File: src/design/bar_pkg.sv
// Package for the button auto-repeat core: pad bit masks and CSR address codes.
// Used by button_auto_repeat_core and the testbench; depends on nothing else.

package bar_pkg;

   // Pad layout masks
   localparam logic [15:0] BTN_UP     = 16'h0010;
   localparam logic [15:0] BTN_RIGHT  = 16'h0020;
   localparam logic [15:0] BTN_DOWN   = 16'h0040;
   localparam logic [15:0] BTN_LEFT   = 16'h0080;
   localparam logic [15:0] BTN_L1     = 16'h0400;
   localparam logic [15:0] BTN_R1     = 16'h0800;

   localparam int unsigned BTN_SQUARE_BIT = 15;

   localparam logic [15:0] REPEATABLE_MASK =
      BTN_L1 | BTN_R1 | BTN_UP | BTN_RIGHT | BTN_DOWN | BTN_LEFT;
   localparam logic [15:0] DIRECTION_MASK  = BTN_UP | BTN_RIGHT | BTN_DOWN | BTN_LEFT;

   // Repeat groups with and without the modifier held
   localparam logic [15:0] DIR_MOD_MASK    = BTN_RIGHT | BTN_LEFT;
   localparam logic [15:0] SHOULDER_MASK   = BTN_L1 | BTN_R1;
   localparam logic [15:0] SHLD_MOD_MASK   = BTN_L1 | BTN_R1 | BTN_UP | BTN_DOWN;

   localparam logic [15:0] COUNT_MAX       = 16'hFFFF;

   // CSR word index (byte address bits [3:2])
   typedef enum logic [1:0] {
      CSR_INITIAL_DELAY    = 2'd0,
      CSR_REPEAT_PERIOD    = 2'd1,
      CSR_SECONDARY_PERIOD = 2'd2,
      CSR_UNUSED           = 2'd3
   } csr_index_type;

   // Saturating increment of a 16-bit counter
   function automatic logic [15:0] sat_inc(input logic [15:0] value);
      logic [15:0] result;
      if (value == COUNT_MAX) begin
         result = COUNT_MAX;
      end else begin
         result = value + 16'd1;
      end
      return result;
   endfunction

endpackage

File: src/design/button_auto_repeat_core.sv
// Button auto-repeat core: one pad sample in, one event mask out per transfer.
// Depends on bar_pkg (masks, CSR codes, saturating increment).
//
//  channel   dir   handshake              payload
//  req_      in    tvalid/tready          tdata[15:0] = pad_buttons
//  rsp_      out   tvalid/tready          tdata[15:0] = event_mask
//  csr_      in    psel/penable/pready    paddr[3:0], pwdata/prdata 32 bits
//
// One sample per cycle while req_tready is high. The counter update and event
// decode sit between the state registers and the output register, so a result
// is registered from its input transfer. A two-entry output stage (result
// register plus skid register) keeps input transfers going while a result
// waits; req_tready drops only when both entries hold. Reset is synchronous and
// clears the state, counters, configuration and valid flags, not the output data.

module button_auto_repeat_core
   import bar_pkg::*;
(
   input  logic        clock,
   input  logic        reset,
   // input channel
   input  logic        req_tvalid,
   output logic        req_tready,
   input  logic [15:0] req_tdata,    // [15:0] pad_buttons
   // result channel
   output logic        rsp_tvalid,
   input  logic        rsp_tready,
   output logic [15:0] rsp_tdata,    // [15:0] event_mask
   // configuration port
   input  logic        csr_psel,
   input  logic        csr_penable,
   input  logic        csr_pwrite,
   input  logic [3:0]  csr_paddr,
   input  logic [31:0] csr_pwdata,
   output logic [31:0] csr_prdata,
   output logic        csr_pready
);

   // Configuration registers
   logic [15:0] initial_delay_ff;
   logic [15:0] repeat_period_ff;
   logic [15:0] secondary_period_ff;

   // Frame state
   logic [15:0] last_buttons_ff,    last_buttons_in;
   logic [15:0] hold_count_ff,      hold_count_in;
   logic [15:0] repeat_count_ff,    repeat_count_in;
   logic [15:0] secondary_count_ff, secondary_count_in;

   // Output stage
   logic        out_valid_ff,  out_valid_in;
   logic [15:0] out_data_ff,   out_data_in;
   logic        skid_valid_ff, skid_valid_in;
   logic [15:0] skid_data_ff,  skid_data_in;

   logic          req_xfer;
   logic          rsp_xfer;
   logic          csr_write;
   csr_index_type csr_index;
   logic [15:0]   event_mask;

   assign req_tready = !skid_valid_ff;
   assign req_xfer   = req_tvalid && req_tready;
   assign rsp_xfer   = out_valid_ff && rsp_tready;
   assign rsp_tvalid = out_valid_ff;
   assign rsp_tdata  = out_data_ff;

   // CSR access
   assign csr_pready = 1'b1;
   assign csr_index  = csr_index_type'(csr_paddr[3:2]);
   assign csr_write  = csr_psel && csr_penable && csr_pwrite && csr_pready;

   always_comb begin
      unique case (csr_index)
         CSR_INITIAL_DELAY:    csr_prdata = {16'd0, initial_delay_ff};
         CSR_REPEAT_PERIOD:    csr_prdata = {16'd0, repeat_period_ff};
         CSR_SECONDARY_PERIOD: csr_prdata = {16'd0, secondary_period_ff};
         default:              csr_prdata = 32'd0;
      endcase
   end

   always_ff @(posedge clock) begin
      if (reset) begin
         initial_delay_ff    <= '0;
         repeat_period_ff    <= '0;
         secondary_period_ff <= '0;
      end else if (csr_write) begin
         unique case (csr_index)
            CSR_INITIAL_DELAY:    initial_delay_ff    <= csr_pwdata[15:0];
            CSR_REPEAT_PERIOD:    repeat_period_ff    <= csr_pwdata[15:0];
            CSR_SECONDARY_PERIOD: secondary_period_ff <= csr_pwdata[15:0];
            default: ;
         endcase
      end
   end

   // Per-sample counter update and event decode
   always_comb begin
      logic [15:0] now;
      logic [15:0] held;
      logic        square;
      logic [15:0] hold_base;
      logic [15:0] rep_base;
      logic [15:0] sec_base;
      logic [15:0] hold_next;
      logic [15:0] rep_next;
      logic [15:0] sec_next;
      logic        init_fire;

      now    = req_tdata;
      held   = now & REPEATABLE_MASK;
      square = now[BTN_SQUARE_BIT];

      // all released clears the counters first
      if (now == 16'd0) begin
         hold_base = '0;
         rep_base  = '0;
         sec_base  = '0;
      end else begin
         hold_base = hold_count_ff;
         rep_base  = repeat_count_ff;
         sec_base  = secondary_count_ff;
      end

      hold_next = sat_inc(hold_base);
      rep_next  = sat_inc(rep_base);
      sec_next  = sat_inc(sec_base);
      init_fire = (hold_next != hold_base) && (hold_next == initial_delay_ff);

      last_buttons_in    = now;
      hold_count_in      = hold_base;
      repeat_count_in    = rep_base;
      secondary_count_in = sec_base;
      event_mask         = '0;

      if ((last_buttons_ff != now) || (held == 16'd0)) begin
         // changed or nothing repeatable: newly pressed bits only
         event_mask    = ~last_buttons_ff & now;
         hold_count_in = '0;
      end else begin
         hold_count_in = hold_next;
         if (init_fire) begin
            event_mask = held;
         end
         if (hold_next >= initial_delay_ff) begin
            repeat_count_in    = rep_next;
            secondary_count_in = sec_next;
            if (rep_next >= repeat_period_ff) begin
               repeat_count_in = '0;
               event_mask      = now & (square ? DIR_MOD_MASK : DIRECTION_MASK);
            end
            if (sec_next >= secondary_period_ff) begin
               secondary_count_in = '0;
               event_mask = event_mask | (now & (square ? SHLD_MOD_MASK : SHOULDER_MASK));
            end
         end else begin
            repeat_count_in    = '0;
            secondary_count_in = '0;
         end
      end
   end

   always_ff @(posedge clock) begin
      if (reset) begin
         last_buttons_ff    <= '0;
         hold_count_ff      <= '0;
         repeat_count_ff    <= '0;
         secondary_count_ff <= '0;
      end else if (req_xfer) begin
         last_buttons_ff    <= last_buttons_in;
         hold_count_ff      <= hold_count_in;
         repeat_count_ff    <= repeat_count_in;
         secondary_count_ff <= secondary_count_in;
      end
   end

   // Output register with skid entry
   always_comb begin
      out_valid_in  = out_valid_ff;
      out_data_in   = out_data_ff;
      skid_valid_in = skid_valid_ff;
      skid_data_in  = skid_data_ff;
      if (skid_valid_ff) begin
         if (rsp_xfer) begin
            out_data_in   = skid_data_ff;
            skid_valid_in = 1'b0;
         end
      end else if (req_xfer) begin
         if (!out_valid_ff || rsp_xfer) begin
            out_valid_in = 1'b1;
            out_data_in  = event_mask;
         end else begin
            skid_valid_in = 1'b1;
            skid_data_in  = event_mask;
         end
      end else if (rsp_xfer) begin
         out_valid_in = 1'b0;
      end
   end

   always_ff @(posedge clock) begin
      if (reset) begin
         out_valid_ff  <= 1'b0;
         skid_valid_ff <= 1'b0;
      end else begin
         out_valid_ff  <= out_valid_in;
         skid_valid_ff <= skid_valid_in;
      end
      out_data_ff  <= out_data_in;
      skid_data_ff <= skid_data_in;
   end

   // Checks
   a_skid_needs_out: assert property (@(posedge clock) disable iff (reset)
      skid_valid_ff |-> out_valid_ff)
      else $error("skid entry held while output register empty");

   a_released_clears: assert property (@(posedge clock) disable iff (reset)
      (last_buttons_ff == 16'd0) |-> (hold_count_ff == 16'd0 && repeat_count_ff == 16'd0
                                      && secondary_count_ff == 16'd0))
      else $error("counters not cleared after all-released sample");

   a_hold_needs_repeatable: assert property (@(posedge clock) disable iff (reset)
      (hold_count_ff != 16'd0) |-> ((last_buttons_ff & REPEATABLE_MASK) != 16'd0))
      else $error("hold count running without a repeatable button");

   a_accept_lands: assert property (@(posedge clock) disable iff (reset)
      (req_xfer && !out_valid_ff) |=> (out_valid_ff && !skid_valid_ff))
      else $error("accepted sample did not reach the output register");

endmodule

File: config.mk
export PLATFORM = sky130hd
export DESIGN_NAME = button_auto_repeat_core
export DESIGN_NICKNAME = d
export VERILOG_FILES = /design/src/design/bar_pkg.sv /design/src/design/button_auto_repeat_core.sv
export SDC_FILE = /design/constraint.sdc
export NUM_CORES = 1
export LEC_CHECK = 0
export ABC_AREA = 1
export BUFFER_PORTS_ARGS = -buffer_cell sky130_fd_sc_hd__buf_2
export CORE_MARGIN = 2
export CORE_UTILIZATION = 55
export DETAILED_ROUTE_END_ITERATION = 6
export HOLD_SLACK_MARGIN = 0.03
export PLACE_DENSITY_LB_ADDON = 0.12
export SYNTH_ARGS = -nofsm -noshare
export SYNTH_HDL_FRONTEND = slang
export SYNTH_SLANG_ARGS = --single-unit
File: constraint.sdc
create_clock -name clock -period 9.3 [get_ports clock]
set_input_delay 2.325 -clock clock [delete_from_list [all_inputs] [get_ports clock]]
set_output_delay 2.325 -clock clock [all_outputs]
set_load 0.01 [all_outputs]
== Word level (Yosys, flattened, before mapping) ==
Cells that the tools add are included.
Storage, ports and cells
  bits in registers: 146
  latch bits: 0
  memory bits (writable): 0
  bits in read-only memories: 0
  input bits: 59
  output and inout bits: 51
  logic and storage cells: 89
  memories: 0
Cells by class
  $add $sub $neg: 3
  multiply operators: 0
  divide/modulo/power cells: 0
  order comparisons: 3
  equal/unequal tests: 10
  shifts and indexed selects: 0
  mux-type cells: 34
  bitwise gates (word level): 7
  reductions and logical operators: 21
Operators with widths (count)
  $mux W16: 23
  $add A16 B1 Y16 const B: 3
  $eq A16 B16 Y1 const B: 3
  $ge A16 B16 Y1: 3
  $pmux W16 S3: 1
  $logic_not A16 Y1: 2
  $ne A16 B16 Y1: 2
  $and A16 B12 Y16: 1
  $and A16 B16 Y16: 1
  $and A16 B8 Y16: 1
  $eq A16 B16 Y1: 1
  $not A16 Y16: 1
  $or A16 B16 Y16: 1
  $mux W7: 2
  $mux W12: 1
  $reduce_and A3 Y1: 3
  $mux W1: 7
  $reduce_and A2 Y1: 3
  $reduce_bool A2 Y1: 3
  $logic_and A1 B1 Y1: 5
  $ne A2 B1 Y1 const B: 2
  $eq A2 B1 Y1 const B: 1
  $eq A2 B2 Y1 const B: 1
  $logic_not A1 Y1: 2
  3 further kinds: 5

== Logic depth before layout (Yosys ltp) ==
Gate-level depths: netlist (run 1).
  word-level depth: 17
  depth in mapped cells: 33
  mapped depth without buffers: 31

== Least setup slack after synthesis (run 1) ==
No wires, ideal clock.
  path kind: input to register
  start point: input req_tdata[9]
  end point: register repeat_count_ff[7]
  setup time: 0.070 ns
  arrival: 5.772 ns
  data required time: 9.230 ns
  setup slack: 3.458 ns
  stages on the path: 29
  path buffers: 5
  cells stage by stage: nor2_1 > nand2_1 > nor2_2 > nand2_8 > buf_8 > buf_6 > clkbuf_1 > nand2_1 > inv_1 > ha_1 > inv_1 > nor2_1 > nand2_1 > nor2_4 > nand2_1 > buf_6 > nand3_1 > ha_1 > nand2_1 > inv_1 > nand3_1 > nor3_1 > nand2_1 > nand3_1 > nand2_1 > nor2_1 > buf_2 > nand2_1 > a21oi_1
Between the ends
  cells in the longest elaborated chain, start to end: 8
  elaborated cells on any way between the ends: 16
  classes of those cells: add/sub: 2; order compare: 2; eq/ne: 3; mux: 7; reduce/logical: 2
RTL lines
  start: declaration: line button_auto_repeat_core.sv:24  | input logic [15:0] req_tdata,
  $logic_not A16 Y1: line button_auto_repeat_core.sv:115  | if (now == 16'd0) begin
  $mux W16: line button_auto_repeat_core.sv:115
  $add A16 B1 Y16 / $eq A16 B16 Y1 (equally long branches): line bar_pkg.sv:41, bar_pkg.sv:38
  $mux W16: line bar_pkg.sv:38  | if (value == COUNT_MAX) begin
  $ge A16 B16 Y1: line button_auto_repeat_core.sv:148  | if (rep_next >= repeat_period_ff) begin
  $mux W16: line button_auto_repeat_core.sv:148
  $mux W16: line button_auto_repeat_core.sv:145  | if (hold_next >= initial_delay_ff) begin
  $mux W16 *: line button_auto_repeat_core.sv:136  | if ((last_buttons_ff != now) || (held == 16'd0)) begin
  end signal: assignment: line button_auto_repeat_core.sv:172  | repeat_count_ff <= repeat_count_in;
  end: declaration: line button_auto_repeat_core.sv:47  | logic [15:0] repeat_count_ff, repeat_count_in;
Every way passes the cells marked *; elsewhere a longest branch is shown, timed or not.
A chain may end at the register's enable or synchronous reset.

== Final worst setup path (run 1) ==
  start point: input req_tdata[12]
  end point: register repeat_count_ff[15]
Same word-level chain as after synthesis.

==> reports/results.txt, run 1 <==
The flow ran to the end, and the final reports show no timing, DRC or antenna violations. Startpoint of the worst hold path: last_buttons_ff[11]. The netlist uses 43 different library cells. VDD sags by at most 137 uV. For this run, the top clock speed supported by timing is 145 MHz. Dividing the detail-routed via count by the number of cells gives 5.47.

The tools report the relative slew slack as 0.253. Among all stages on the critical path, the largest delay is contributed by sky130_fd_sc_hd__nor2_1. The smallest clock period supported by the final layout is computed as 6.87 ns.

The start point of the critical path was req_tdata[12]. The number of antenna violations at the first check in global routing was 0. The routed wire length is 23,200 um, and the register-to-register setup slack is 5.03 ns. The via count of the first global-routing pass was 7,876. In this run the worst path has a maximum fanout of 42. The tools report the worst reg2reg path startpoint as repeat_count_ff[0]. The floorplan step set the die width to 133 um. Data arrives at the worst endpoint at 7.23 ns. For this block, the via count after detailed routing is 8,489. Setup violations remaining at the end of the flow were counted as 0. Averaged over all synthesized cells, the footprint is 7.16 sq um. The critical path start-end classification is primary input to flip-flop. The cell occurring most often along the worst timing path was sky130_fd_sc_hd__nand2_1. The floorplan die area is 17,700 sq um, and the post-CTS clock slew at the launch and capture registers of the worst setup and hold paths is 0.06 ns.

The tools report the max-cap violation count as 0. The net count of the finished layout is 1,445. The first global-routing pass estimated 38,400 um of wire. Synthesized instance count: 1,277.

The most common flop cell mapped by yosys was sky130_fd_sc_hd__dfxtp_1. The run gives 16,300 um as the half-perimeter wire length after detailed placement. Among cell families on the critical path, the largest total delay comes from simple AND/OR/NAND/NOR gates. The detailed router finished its first iteration with 750 violations. Before antenna repair, the detailed router went through 5 iterations. Worst min-delay path endpoint: last_buttons_ff[11]. Measured in cells, the most critical reg-to-reg path has a length of 16. At the end of routability-driven placement, the weighted congestion stood at 0.900. The logs give 0.270 for the total global-route track usage and 0 for the number of hold violations in the final report.

The synthesized design contains 32 enable-type register cells. The clock arrives with 0.00885 ns of skew. Layout-stage area growth over the synthesis result: 10.4%. The tightest hold path in the finished design has a slack of 0.458 ns.

The run gives 0.43 ns as the latest clock arrival within the worst-skew pair. The critical path crosses 26 cells after its start point. Initial standard-cell utilization of the core: 0.557.

0 antenna diodes ended up in the layout. The per-cell routed wire length is 15.0 um. In this run the core area contains 47 standard-cell rows. Hold repair after CTS inserted 0 buffers. During I/O placement, the number of pins put on the boundary was 110. For the final count of pins violating max slew, the log shows 0. Startpoint type of the worst setup path: a primary input. The Yosys step of the flow raised 0 warnings. Measured along the y axis, the die boundary spans 133 um.

The logs give 4.39 nW for the leakage power summed over all cells and 146 for the clock sink count. In this run the critical register-to-register path is captured at repeat_count_ff[15]. The async set-reset flop share out of synthesis is 0, and the DRC violations left is 0. The worst stage delay on the critical path came out at 0.87 ns.

The root buffer cell was sky130_fd_sc_hd__clkbuf_16. The total grt overflow was 0; the final-layout setup total negative slack was 0 ns. The level count of the clock H-tree is 4, and the number of CTS-inserted buffers is 17. For the post-synthesis sequential area ratio, the log shows 0.355. STA classifies the critical path endpoint as a flip-flop.

For the critical path required time, the log shows 9.66 ns. TritonCTS built the clock tree. The remaining number of nets flagged by the antenna check after routing is 0, and the number of buffer and inverter instances along the worst setup path is 4.

The count of buffers inserted at the top-level ports was 74; the cell area after synthesis was 9140 sq um. After clock tree synthesis, the setup repair step added 0 buffers. In this run the worst hold path is classified as flip-flop to flip-flop.

Summing all placed instances gives a cell area of 9510 sq um. The share of final-layout standard cells stronger than drive strength 1 is 0.131. In this run, post-CTS repair resized a total of 0 instances. The run gives 16,400 sq um as the placeable core region.

After routing the design area is 10,100 sq um. Counting flops and latches in the post-synthesis netlist gives 146. The final period utilization came out at 0.739.

The design draws 1.61 mW. Along the worst hold path, the cell count comes to 2. The buffer depth of the longest clock path is 2, and the total power density per cell area is 159 nW/um^2. Setup repair after global routing left no endpoint under its margin. Slew at the pin closest to its max-slew limit: 1.12 ns.

Entering global routing, the biggest net connects 98 pins.
==> registers in the layout (all words and copies together), names as in the netlist <==
name and cells:
rsp_tvalid 1, repeat_count_ff 16, skid_data_ff 16, repeat_period_ff 16, initial_delay_ff 16, secondary_period_ff 16
skid_valid_ff 1, secondary_count_ff 16, last_buttons_ff 16, hold_count_ff 16, rsp_tdata 16
==> area by class of cell <==
type	count	area, sq um
fill	1549	6310
clock inverter	15	160
timing repair buffer	81	423
multi-input combinational	903	4930
inverter	170	641
tap	220	275
clock buffer	17	425
sequential	146	3240
==> through the flow <==
stage / setup slack, ns / util / cells
3_3_place_gp: 2.00 / 0.580 / 1520
6_report: 2.43 / 0.615 / 1552
3_5_place_dp: 1.97 / 0.580 / 1520
5_1_grt: 1.77 / 0.615 / 1552
4_1_cts: 2.41 / 0.615 / 1552
2_1_floorplan: 3.46 / - / 1292
==> tightest hold or removal path, stage by stage (launching register included) <==
cell and delay, ns:
sky130_fd_sc_hd__dfxtp_1 0.30, sky130_fd_sc_hd__inv_1 0.06, sky130_fd_sc_hd__a21oi_1 0.05
==> cell usage after synthesis, drive strengths merged, types with 8 or more instances <==
master / number / area [sq um]
clkbuf: 44 / 165
buf: 29 / 228
ha: 67 / 838
nor3: 17 / 115
o221ai: 15 / 131
edfxtp: 32 / 961
inv: 170 / 641
a21oi: 162 / 811
nand3: 62 / 350
nand2: 283 / 1110
o21ai: 122 / 614
nand4: 12 / 81.3
dfxtp: 114 / 2280
a31oi: 8 / 50.1
xor2: 8 / 70.1
nor2: 105 / 489
==> power by group <==
group | leakage, nW | switching, mW | internal [mW]
Combinational | 2.87 | 0.149 | 0.0786
Sequential | 1.24 | 0.0129 | 0.679
Clock | 0.284 | 0.306 | 0.381
Total | 4.39 | 0.468 | 1.14
==> cells by family after synthesis <==
family / count (synthesis) / synth area share
simple gates: 489 / 0.243
xor+xnor: 12 / 0.0115
buf+inv: 243 / 0.113
fa+ha+maj: 67 / 0.0917
other cells: 2 / 0.000821
compound gates: 318 / 0.185
flops: 146 / 0.355
==> worst max-delay path by stage <==
stage	slack, ns	end
after global placement	2.00	repeat_count_ff[1]
final	2.43	repeat_count_ff[15]
after global routing	1.77	repeat_count_ff[3]
after floorplan	3.46	repeat_count_ff[7]
after CTS	2.41	repeat_count_ff[13]
after detailed placement	1.97	repeat_count_ff[13]
==> cells in the final DEF, fill, tap and decap left out, types with 3 or more instances in the layout <==
master / n
sky130_fd_sc_hd__nor3_1: 11
sky130_fd_sc_hd__a31oi_1: 8
sky130_fd_sc_hd__buf_2: 74
sky130_fd_sc_hd__xnor2_1: 4
sky130_fd_sc_hd__inv_2: 8
sky130_fd_sc_hd__nand2_1: 268
sky130_fd_sc_hd__nand4_1: 11
sky130_fd_sc_hd__nor2_1: 85
sky130_fd_sc_hd__or2_1: 4
sky130_fd_sc_hd__nor3_2: 6
sky130_fd_sc_hd__buf_4: 7
sky130_fd_sc_hd__o211ai_1: 6
sky130_fd_sc_hd__nor2_4: 9
sky130_fd_sc_hd__nand2_2: 14
sky130_fd_sc_hd__xor2_1: 8
sky130_fd_sc_hd__inv_6: 6
sky130_fd_sc_hd__nand3_1: 54
sky130_fd_sc_hd__a21oi_1: 162
sky130_fd_sc_hd__dfxtp_1: 114
sky130_fd_sc_hd__inv_1: 161
sky130_fd_sc_hd__ha_1: 67
sky130_fd_sc_hd__o21ai_0: 119
sky130_fd_sc_hd__conb_1: 17
sky130_fd_sc_hd__edfxtp_1: 32
sky130_fd_sc_hd__o221ai_1: 15
sky130_fd_sc_hd__nand3_2: 8
sky130_fd_sc_hd__inv_8: 4
sky130_fd_sc_hd__nor2_2: 11
sky130_fd_sc_hd__clkbuf_16: 17
sky130_fd_sc_hd__nand3b_1: 3
==> routing by layer <==
layer,part of all wire,track usage,vias up
met1,0.45,0.341,3963
met4,0.028,0.103,0
met2,0.48,0.464,212
li1,-,-,4269
met3,0.041,0.0406,45
met5,0,0,-
(Power assumes the default switching activity.)
==> inputs of run 2 (changes only) <==
--- a/config.mk
+++ b/config.mk
@@ -5,10 +5,10 @@
 export SDC_FILE = /design/constraint.sdc
 export NUM_CORES = 1
 export LEC_CHECK = 0
-export ABC_AREA = 1
+export ABC_AREA = 0
 export BUFFER_PORTS_ARGS = -buffer_cell sky130_fd_sc_hd__buf_2
 export CORE_MARGIN = 2
-export CORE_UTILIZATION = 55
+export CORE_UTILIZATION = 53
 export DETAILED_ROUTE_END_ITERATION = 6
 export HOLD_SLACK_MARGIN = 0.03
 export PLACE_DENSITY_LB_ADDON = 0.12
==> constraint.sdc (replaced) <==
create_clock -name clock -period 6 [get_ports clock]
set_input_delay 1.5 -clock clock [delete_from_list [all_inputs] [get_ports clock]]
set_output_delay 1.5 -clock clock [all_outputs]
set_load 0.01 [all_outputs]
==> reports/results.txt, run 2 <==
The tools report the type of destination of the critical path as a flip-flop (unchanged). The run gives 15,200 um (was 16,300 um) as the half-perimeter wire length after detailed placement. Total power density per cell area: 241 nW/um^2 (was 159 nW/um^2). The relative slew slack is 0.293 (was 0.253), and the area of all placed cells without fillers is 9630 sq um (was 10,100 sq um). The worst stage delay on the critical path was 0.72 ns (was 0.87 ns); the maximum clock skew at final layout was 0.0130 ns (was 0.00885 ns).

The compound-cell area share of the yosys netlist was 0.180 (was 0.185); the number of antenna violations at the first check in global routing was 0 (unchanged). The logs give 2 (unchanged) for the buffer depth of the longest clock path and 0 (unchanged) for the number of endpoints failing setup at the final stage. The cell depth of the worst hold path is 2 (unchanged). The post-synthesis area per instance was 8.42 sq um (was 7.16 sq um).

For the row count, the log shows 46 (was 47). Commonest cells post-synth: sky130_fd_sc_hd__nand2_1, sky130_fd_sc_hd__dfxtp_1, sky130_fd_sc_hd__a21oi_1 (was sky130_fd_sc_hd__nand2_1, sky130_fd_sc_hd__a21oi_1, sky130_fd_sc_hd__inv_1). The leading cell type by number of instances after synthesis is sky130_fd_sc_hd__nand2_1 (unchanged). The worst voltage drop across the vdd grid is 197 uV (was 137 uV), and the critical path required time is 6.36 ns (was 9.66 ns). The kind of cell adding the most delay to the critical path was simple AND/OR/NAND/NOR gates (unchanged).

The post-synthesis sequential element count came out at 146 (unchanged). The share of final-layout standard cells stronger than drive strength 1 came out at 0.152 (was 0.131). The run gives 3.84 nW (was 4.39 nW) as the leakage power summed over all cells.

The tools report the max-cap violation count as 0 (unchanged). The largest family of logic cells by synthesized area was simple AND/OR/NAND/NOR gates (unchanged). Adder-cell area share of the yosys netlist: 0.0985 (was 0.0917).

The critical path goes through buf_2 > nor4_1 > nand3_2 > or2_1 > and2_1 > ha_1 > inv_1 > nor3_2 > o21ai_2 > nor2_1 > nand3_1 > o21ai_0 > ha_1 > a2111o_1 > a31oi_1 > o21ai_0 > a211o_1 > nor4_4 > a22o_1. The layout-stage area growth over the synthesis result works out to 13.1% (was 10.4%). The tools report the placeable core region as 15,800 sq um (was 16,400 sq um).

The count of buffers inserted at the top-level ports is 74 (unchanged). The commonest non-fill, non-tap cell in the layout is sky130_fd_sc_hd__nand2_1 (unchanged). The slew at the pin closest to its max-slew limit is 1.06 ns (was 1.12 ns), and the number of antenna diodes is 0 (unchanged). The parity-gate share of the synthesized area counting xor and xnor cells is 0.0340 (was 0.0115).

The tools report the number of hold buffers added after cts as 0 (unchanged). The weighted congestion at the end of routability-driven global placement is 0.849 (was 0.900), and the number of enable-type register cells in the synthesized netlist is 32 (unchanged). The final-stage net count was 1,199 (was 1,445). Worst min-delay path endpoint: last_buttons_ff[14] (was last_buttons_ff[11]). For the maximum number of pins on one net before global-route repair, the log shows 65 (was 98).

The cell type contributing the most total cell area after synthesis is sky130_fd_sc_hd__dfxtp_1 (unchanged). The tools report the wire length of the first global-routing pass as 34,000 um (was 38,400 um). The number of buffer and inverter instances along the worst setup path works out to 2 (was 4). The buffer count from post-CTS setup fixing is 0 (unchanged).

The total via count after detailed routing came out at 7,302 (was 8,489). The sum of internal, switching and leakage power was 2.32 mW (was 1.61 mW). The root buffer cell was sky130_fd_sc_hd__clkbuf_16 (unchanged). The clock sink count is 146 (unchanged). The endpoint of the worst-slack reg-to-reg timing path is secondary_count_ff[2] (was repeat_count_ff[15]). The worst endpoint data arrival time was 6.05 ns (was 7.23 ns). Setup repair after global routing left no endpoint under its margin. The flow ran to the end, and the final reports show no timing, DRC or antenna violations.

The via density per instance is 5.61 (was 5.47), and the number of gates resized after CTS is 0 (unchanged). The run gives 1,011 (was 1,277) as the synthesized instance count. The number of gates on the worst path with buffers counted is 19 (was 26).

The kind of path behind the tightest hold check is flip-flop to flip-flop (unchanged). Post-CTS clock slew at the launch and capture registers of the worst setup and hold paths: 0.06 ns (about the same). The level count of the clock H-tree came out at 4 (unchanged). The number of cell instances on the worst register-to-register path works out to 16 (unchanged).

The critical path start-end classification is primary input to flip-flop (unchanged). The tools report the startpoint of the worst hold path as last_buttons_ff[14] (was last_buttons_ff[11]). The worst reg2reg path startpoint was secondary_count_ff[0] (was repeat_count_ff[0]). The async set-reset flop share out of synthesis was 0 (unchanged); the per-cell routed wire length was 16.3 um (was 15.0 um). Via count of the first global-routing pass: 6,675 (was 7,876). The number of DRC violations after detailed-routing iteration 0 is 476 (was 750).

Commonest cells after routing, fill and taps aside: sky130_fd_sc_hd__nand2_1, sky130_fd_sc_hd__dfxtp_1, sky130_fd_sc_hd__a21oi_1 (was sky130_fd_sc_hd__nand2_1, sky130_fd_sc_hd__a21oi_1, sky130_fd_sc_hd__inv_1). The proportion of synthesized area in mux cells is 0.0371 (was 0), and the final critical delay including setup and external delays is 5.69 ns. The final period utilization is 0.948.

The cell with the largest stage delay on the worst path is sky130_fd_sc_hd__nor4_4 (was sky130_fd_sc_hd__nor2_1). The height of the die is 131 um (was 133 um), and the number of CTS-inserted buffers is 17 (unchanged). Post-synthesis sequential area ratio: 0.381 (was 0.355). The logs give 0 ns (unchanged) for the final-layout setup total negative slack and 21,300 um (was 23,200 um) for the routed wire length.

Placed instance area: 9030 sq um (was 9510 sq um). The latest clock arrival within the worst-skew pair was 0.43 ns (about the same); the detailed-routing iteration count for the pre-antenna-repair pass was 7 (was 5). For the remaining number of nets flagged by the antenna check after routing, the log shows 0 (unchanged). The floorplan die area came out at 17,100 sq um (was 17,700 sq um). Cell types with the largest area share after synthesis: sky130_fd_sc_hd__dfxtp_1, sky130_fd_sc_hd__edfxtp_1, sky130_fd_sc_hd__ha_1 (was sky130_fd_sc_hd__dfxtp_1, sky130_fd_sc_hd__nand2_1, sky130_fd_sc_hd__edfxtp_1). Count of cell types in the netlist: 68 (was 43). The tools report the count of synthesis-stage warnings from yosys as 0 (unchanged).

The number of hold violations in the final report was 0 (unchanged); the maximum fanout encountered on the critical timing path was 15 (was 42). The die boundary width came out at 131 um (was 133 um). The most common flop cell mapped by yosys is sky130_fd_sc_hd__dfxtp_1 (unchanged). The run gives 8510 sq um (was 9140 sq um) as the cell area after synthesis. The run gives 0.258 (was 0.270) as the total global-route track usage. The run gives 0 (unchanged) as the DRC violations left.

The initial standard-cell utilization of the core was 0.540 (was 0.557). The tools report the startpoint type of the worst setup path as a primary input (unchanged). The tools report the number of ports placed on the die boundary as 110 (unchanged). The register-to-register setup slack was 1.92 ns (was 5.03 ns); the total grt overflow was 0 (unchanged).

The post-synthesis simple-gate area fraction was 0.195 (was 0.243); the peak clock frequency supported by timing was 176 MHz. Final count of pins violating max slew: 0 (unchanged). The area share of the largest cell type after synthesis is 0.268 (was 0.250). TritonCTS built the clock tree.
==> run 2: how the worst max path moves through the flow <==
stage | start | end | slack, ns
floorplan | req_tdata[0] | rsp_tdata[5] | 0.37
global placement | req_tdata[0] | secondary_count_ff[11] | -0.05
detailed placement | req_tdata[0] | secondary_count_ff[1] | -0.13
CTS | req_tdata[0] | secondary_count_ff[2] | 0.25
global route | req_tdata[0] | secondary_count_ff[13] | 0.02
finish | req_tdata[0] | secondary_count_ff[2] | 0.31
==> run 2: through the flow <==
| stage | instances | utilization | setup WS (ns) | hold slack [ns] |
|---|---|---|---|---|
| 2_1_floorplan | 1026 | - | 0.374 | 0.436 |
| 3_3_place_gp | 1270 | 0.573 | -0.0503 | 0.442 |
| 3_5_place_dp | 1270 | 0.573 | -0.135 | 0.447 |
| 4_1_cts | 1302 | 0.611 | 0.255 | 0.456 |
| 5_1_grt | 1302 | 0.611 | 0.0197 | 0.476 |
| 6_report | 1302 | 0.611 | 0.314 | 0.455 |
==> run 2: report_power, final <==
part,switching [mW],leakage [nW],internal [mW]
Sequential,0.0125,1.22,1.03
Combinational,0.119,2.33,0.0702
Clock,0.456,0.288,0.625
==> run 2: final cells by class <==
cell class	count	area, sq um
repair buffers	97	543
clock buffers	17	425
fillers	1475	6140
flip-flops and latches	146	3240
clock inverters	15	170
inverters	73	274
multi-input cells	738	4700
well taps	216	270
==> run 2: tightest hold or removal path: stages (launching register included) <==
cell and delay, ns:
sky130_fd_sc_hd__dfxtp_1 0.31, sky130_fd_sc_hd__nand2_1 0.05, sky130_fd_sc_hd__a21oi_1 0.05
==> run 2: layer usage <==
metal  wire length, um  vias to the layer above  GRT usage
li1                  -                     3642          -
met1             10200                     3439      0.359
met2              9680                      194      0.409
met3              1040                       27     0.0476
met4               344                        0     0.0814
met5                 0                        -          0
==> run 2: cells by family after synthesis <==
| family | count (synthesis) |
|---|---|
| flip-flops | 146 |
| other | 2 |
| XOR/XNOR | 33 |
| AND/OR/NAND/NOR | 350 |
| multiplexers | 30 |
| adder cells (fa/ha/maj) | 67 |
| AO/OA/AOI/OAI | 241 |
| buffers and inverters | 142 |
==> inputs of run 3 (changes only) <==
--- a/config.mk
+++ b/config.mk
@@ -5,10 +5,10 @@
 export SDC_FILE = /design/constraint.sdc
 export NUM_CORES = 1
 export LEC_CHECK = 0
-export ABC_AREA = 0
+export ABC_AREA = 1
 export BUFFER_PORTS_ARGS = -buffer_cell sky130_fd_sc_hd__buf_2
 export CORE_MARGIN = 2
-export CORE_UTILIZATION = 53
+export CORE_UTILIZATION = 54
 export DETAILED_ROUTE_END_ITERATION = 6
 export HOLD_SLACK_MARGIN = 0.03
 export PLACE_DENSITY_LB_ADDON = 0.12
==> reports/results.txt, run 3 (synthesis gave the netlist of run 1 again) <==
The half-perimeter wire length after detailed placement came out at 16,600 um (was 15,200 um). The total power density per cell area works out to 240 nW/um^2 (was 241 nW/um^2). The root buffer cell is sky130_fd_sc_hd__clkbuf_16 (unchanged). The tools report the total grt overflow as 0 (unchanged). The number of hold violations in the final report came out at 0 (unchanged). The critical path required time is 6.36 ns (about the same).

Final critical delay including setup and external delays: 5.11 ns (was 5.69 ns). For the total via count after detailed routing, the log shows 8,390 (was 7,302). Commonest cells after routing, fill and taps aside: sky130_fd_sc_hd__nand2_1, sky130_fd_sc_hd__a21oi_1, sky130_fd_sc_hd__inv_1 (was sky130_fd_sc_hd__nand2_1, sky130_fd_sc_hd__dfxtp_1, sky130_fd_sc_hd__a21oi_1). For the weighted congestion at the end of routability-driven global placement, the log shows 0.902 (was 0.849). The cell with the largest stage delay on the worst path was sky130_fd_sc_hd__nand2_1 (was sky130_fd_sc_hd__nor4_4). The slew at the pin closest to its max-slew limit was 1.16 ns (was 1.06 ns). Commonest non-fill, non-tap cell in the layout: sky130_fd_sc_hd__nand2_1 (unchanged). Maximum fanout encountered on the critical timing path: 24 (was 15).

The cell occurring most often along the worst timing path is sky130_fd_sc_hd__nand2_1. The logs give 0 (unchanged) for the remaining number of nets flagged by the antenna check after routing and 0.551 (was 0.540) for the initial standard-cell utilization of the core. Kind of cell adding the most delay to the critical path: simple AND/OR/NAND/NOR gates (unchanged). The placed instance count was 1,527 (was 1,270); the latest clock arrival within the worst-skew pair was 0.43 ns (about the same). For the peak clock frequency supported by timing, the log shows 196 MHz (was 176 MHz). The wire length of the first global-routing pass is 37,600 um (was 34,000 um). For the number of DRC violations after detailed-routing iteration 0, the log shows 670 (was 476).

The final period utilization is 0.852 (was 0.948). The number of gates resized after CTS is 0 (unchanged). The maximum number of pins on one net before global-route repair is 81 (was 65), and the count of filler cells inserted in the layout is 1,530 (was 1,475).

The worst voltage drop across the vdd grid is 208 uV (was 197 uV). The number of endpoints failing setup at the final stage was 0 (unchanged). The final count of pins violating max slew was 0 (unchanged); the buffer count from post-CTS setup fixing was 0 (unchanged).

The tools report the routed wire length as 23,300 um (was 21,300 um). The height of the die works out to 134 um (was 131 um). The number of standard cells in the layout, taps in and fillers out was 1,559 (was 1,302). For the detailed-routing iteration count for the pre-antenna-repair pass, the log shows 7 (unchanged). The total global-route track usage is 0.262 (was 0.258). The worst setup slack after placement was 0.479 ns (was -0.135 ns); the worst stage delay on the critical path was 0.29 ns (was 0.72 ns).

The die boundary width is 134 um (was 131 um), and the final-layout setup total negative slack is 0 ns (unchanged). The kind of path behind the tightest hold check is flip-flop to flip-flop (unchanged). The logs give 110 (unchanged) for the number of ports placed on the die boundary and 18,000 sq um (was 17,100 sq um) for the floorplan die area. For the worst endpoint data arrival time, the log shows 5.47 ns (was 6.05 ns). Post-CTS clock slew at the launch and capture registers of the worst setup and hold paths: 0.06 ns (about the same). The number of hold buffers added after cts is 0 (unchanged).

Layout-stage area growth over the synthesis result: 10.6% (was 13.1%). Startpoint type of the worst setup path: a primary input (unchanged). The level count of the clock H-tree was 4 (unchanged). Setup repair after global routing left no endpoint under its margin.

Placed instance area: 9560 sq um (was 9030 sq um). TritonCTS built the clock tree. The maximum clock skew at final layout is 0.0109 ns (was 0.0130 ns), and the number of CTS-inserted buffers is 17 (unchanged). Number of buffer and inverter instances along the worst setup path: 5 (was 2).

The logs give 0 (unchanged) for the DRC violations left and 7,406 (was 6,675) for the via count of the first global-routing pass. Placeable core region: 16,600 sq um (was 15,800 sq um). The relative slew slack is 0.222 (was 0.293). The tools report the final-stage net count as 1,452 (was 1,199). The multi-input gate area in the final layout was 4930 sq um (was 4700 sq um). The count of buffers inserted at the top-level ports was 74 (unchanged); the area of all sequential standard cells was 3240 sq um (unchanged). The tools report the type of destination of the critical path as a flip-flop (unchanged). The number of antenna violations at the first check in global routing was 0 (unchanged); the row count was 47 (was 46). The tools report the final critical-path setup slack as 0.887 ns (was 0.314 ns). The number of antenna diodes was 0 (unchanged). The leakage power summed over all cells was 4.40 nW (was 3.84 nW); the share of final-layout standard cells stronger than drive strength 1 was 0.136 (was 0.152). The max-cap violation count was 0 (unchanged). Per-cell routed wire length: 15.0 um (was 16.3 um). The run finished with clean final reports.

The via density per instance was 5.38 (was 5.61). The critical path start-end classification is primary input to flip-flop (unchanged). The logs give 10,100 sq um (was 9630 sq um) for the area of all placed cells without fillers and 2 (unchanged) for the buffer depth of the longest clock path. The clock sink count came out at 146 (unchanged).
[run 3: metal layers]
layer	vias up	track usage	share of wire
met2	226	0.444	0.48
met5	-	0	0
met1	3829	0.345	0.45
met4	0	0.0731	0.018
met3	30	0.0488	0.048
li1	4305	-	-
[run 3: path summary, 6_finish.rpt]
path / from / endpoint / slack, ns / cells after the start
worst max-delay path: req_tdata[12] / secondary_count_ff[2] / 0.89 / 27
worst min-delay path: last_buttons_ff[7] / last_buttons_ff[7] / 0.46 / 2
worst max register to register: hold_count_ff[0] / rsp_tdata[6] / 2.29 / 23
worst min register to register: last_buttons_ff[7] / last_buttons_ff[7] / 0.46 / 2
[run 3: final cells by class]
cell class / instances / area share
repair buffers: 88 / 0.0470
multi-input cells: 903 / 0.487
inverters: 170 / 0.0633
clock buffers: 17 / 0.0421
flip-flops and latches: 146 / 0.321
clock inverters: 15 / 0.0129
well taps: 220 / 0.0272
[run 3: per-stage QoR]
stage / total power [mW] / hold WS [ns] / util
floorplan: 1.35 / 0.433 / -
global placement: 1.43 / 0.443 / 0.577
detailed placement: 1.44 / 0.453 / 0.577
CTS: 2.44 / 0.462 / 0.610
global route: 2.54 / 0.483 / 0.610
finish: 2.43 / 0.458 / 0.610
[run 3: power breakdown]
part | total [mW] | switching [mW] | leakage [nW] | internal [mW]
combinational | 0.352 | 0.230 | 2.91 | 0.122
clock | 1.00 | 0.464 | 0.254 | 0.539
sequential | 1.07 | 0.0203 | 1.24 | 1.05
[run 3: worst reg2reg max path: stages (launching register included)]
cell and delay (ns):
sky130_fd_sc_hd__dfxtp_1 0.37, sky130_fd_sc_hd__inv_1 0.05, sky130_fd_sc_hd__nor2_1 0.14, sky130_fd_sc_hd__ha_1 0.18, sky130_fd_sc_hd__inv_1 0.05, sky130_fd_sc_hd__nor2_1 0.22
sky130_fd_sc_hd__nand2_1 0.18, sky130_fd_sc_hd__nor2_4 0.15, sky130_fd_sc_hd__nand2_1 0.26, sky130_fd_sc_hd__buf_4 0.25, sky130_fd_sc_hd__o211ai_1 0.13, sky130_fd_sc_hd__ha_1 0.30
sky130_fd_sc_hd__nand2_1 0.07, sky130_fd_sc_hd__inv_1 0.03, sky130_fd_sc_hd__o21ai_0 0.16, sky130_fd_sc_hd__nand3_1 0.10, sky130_fd_sc_hd__nand2_1 0.07, sky130_fd_sc_hd__nand3_1 0.15
sky130_fd_sc_hd__nand2_1 0.19, sky130_fd_sc_hd__inv_1 0.11, sky130_fd_sc_hd__nand2_1 0.09, sky130_fd_sc_hd__nand2_1 0.07, sky130_fd_sc_hd__nand2_1 0.06, sky130_fd_sc_hd__nand2_1 0.07
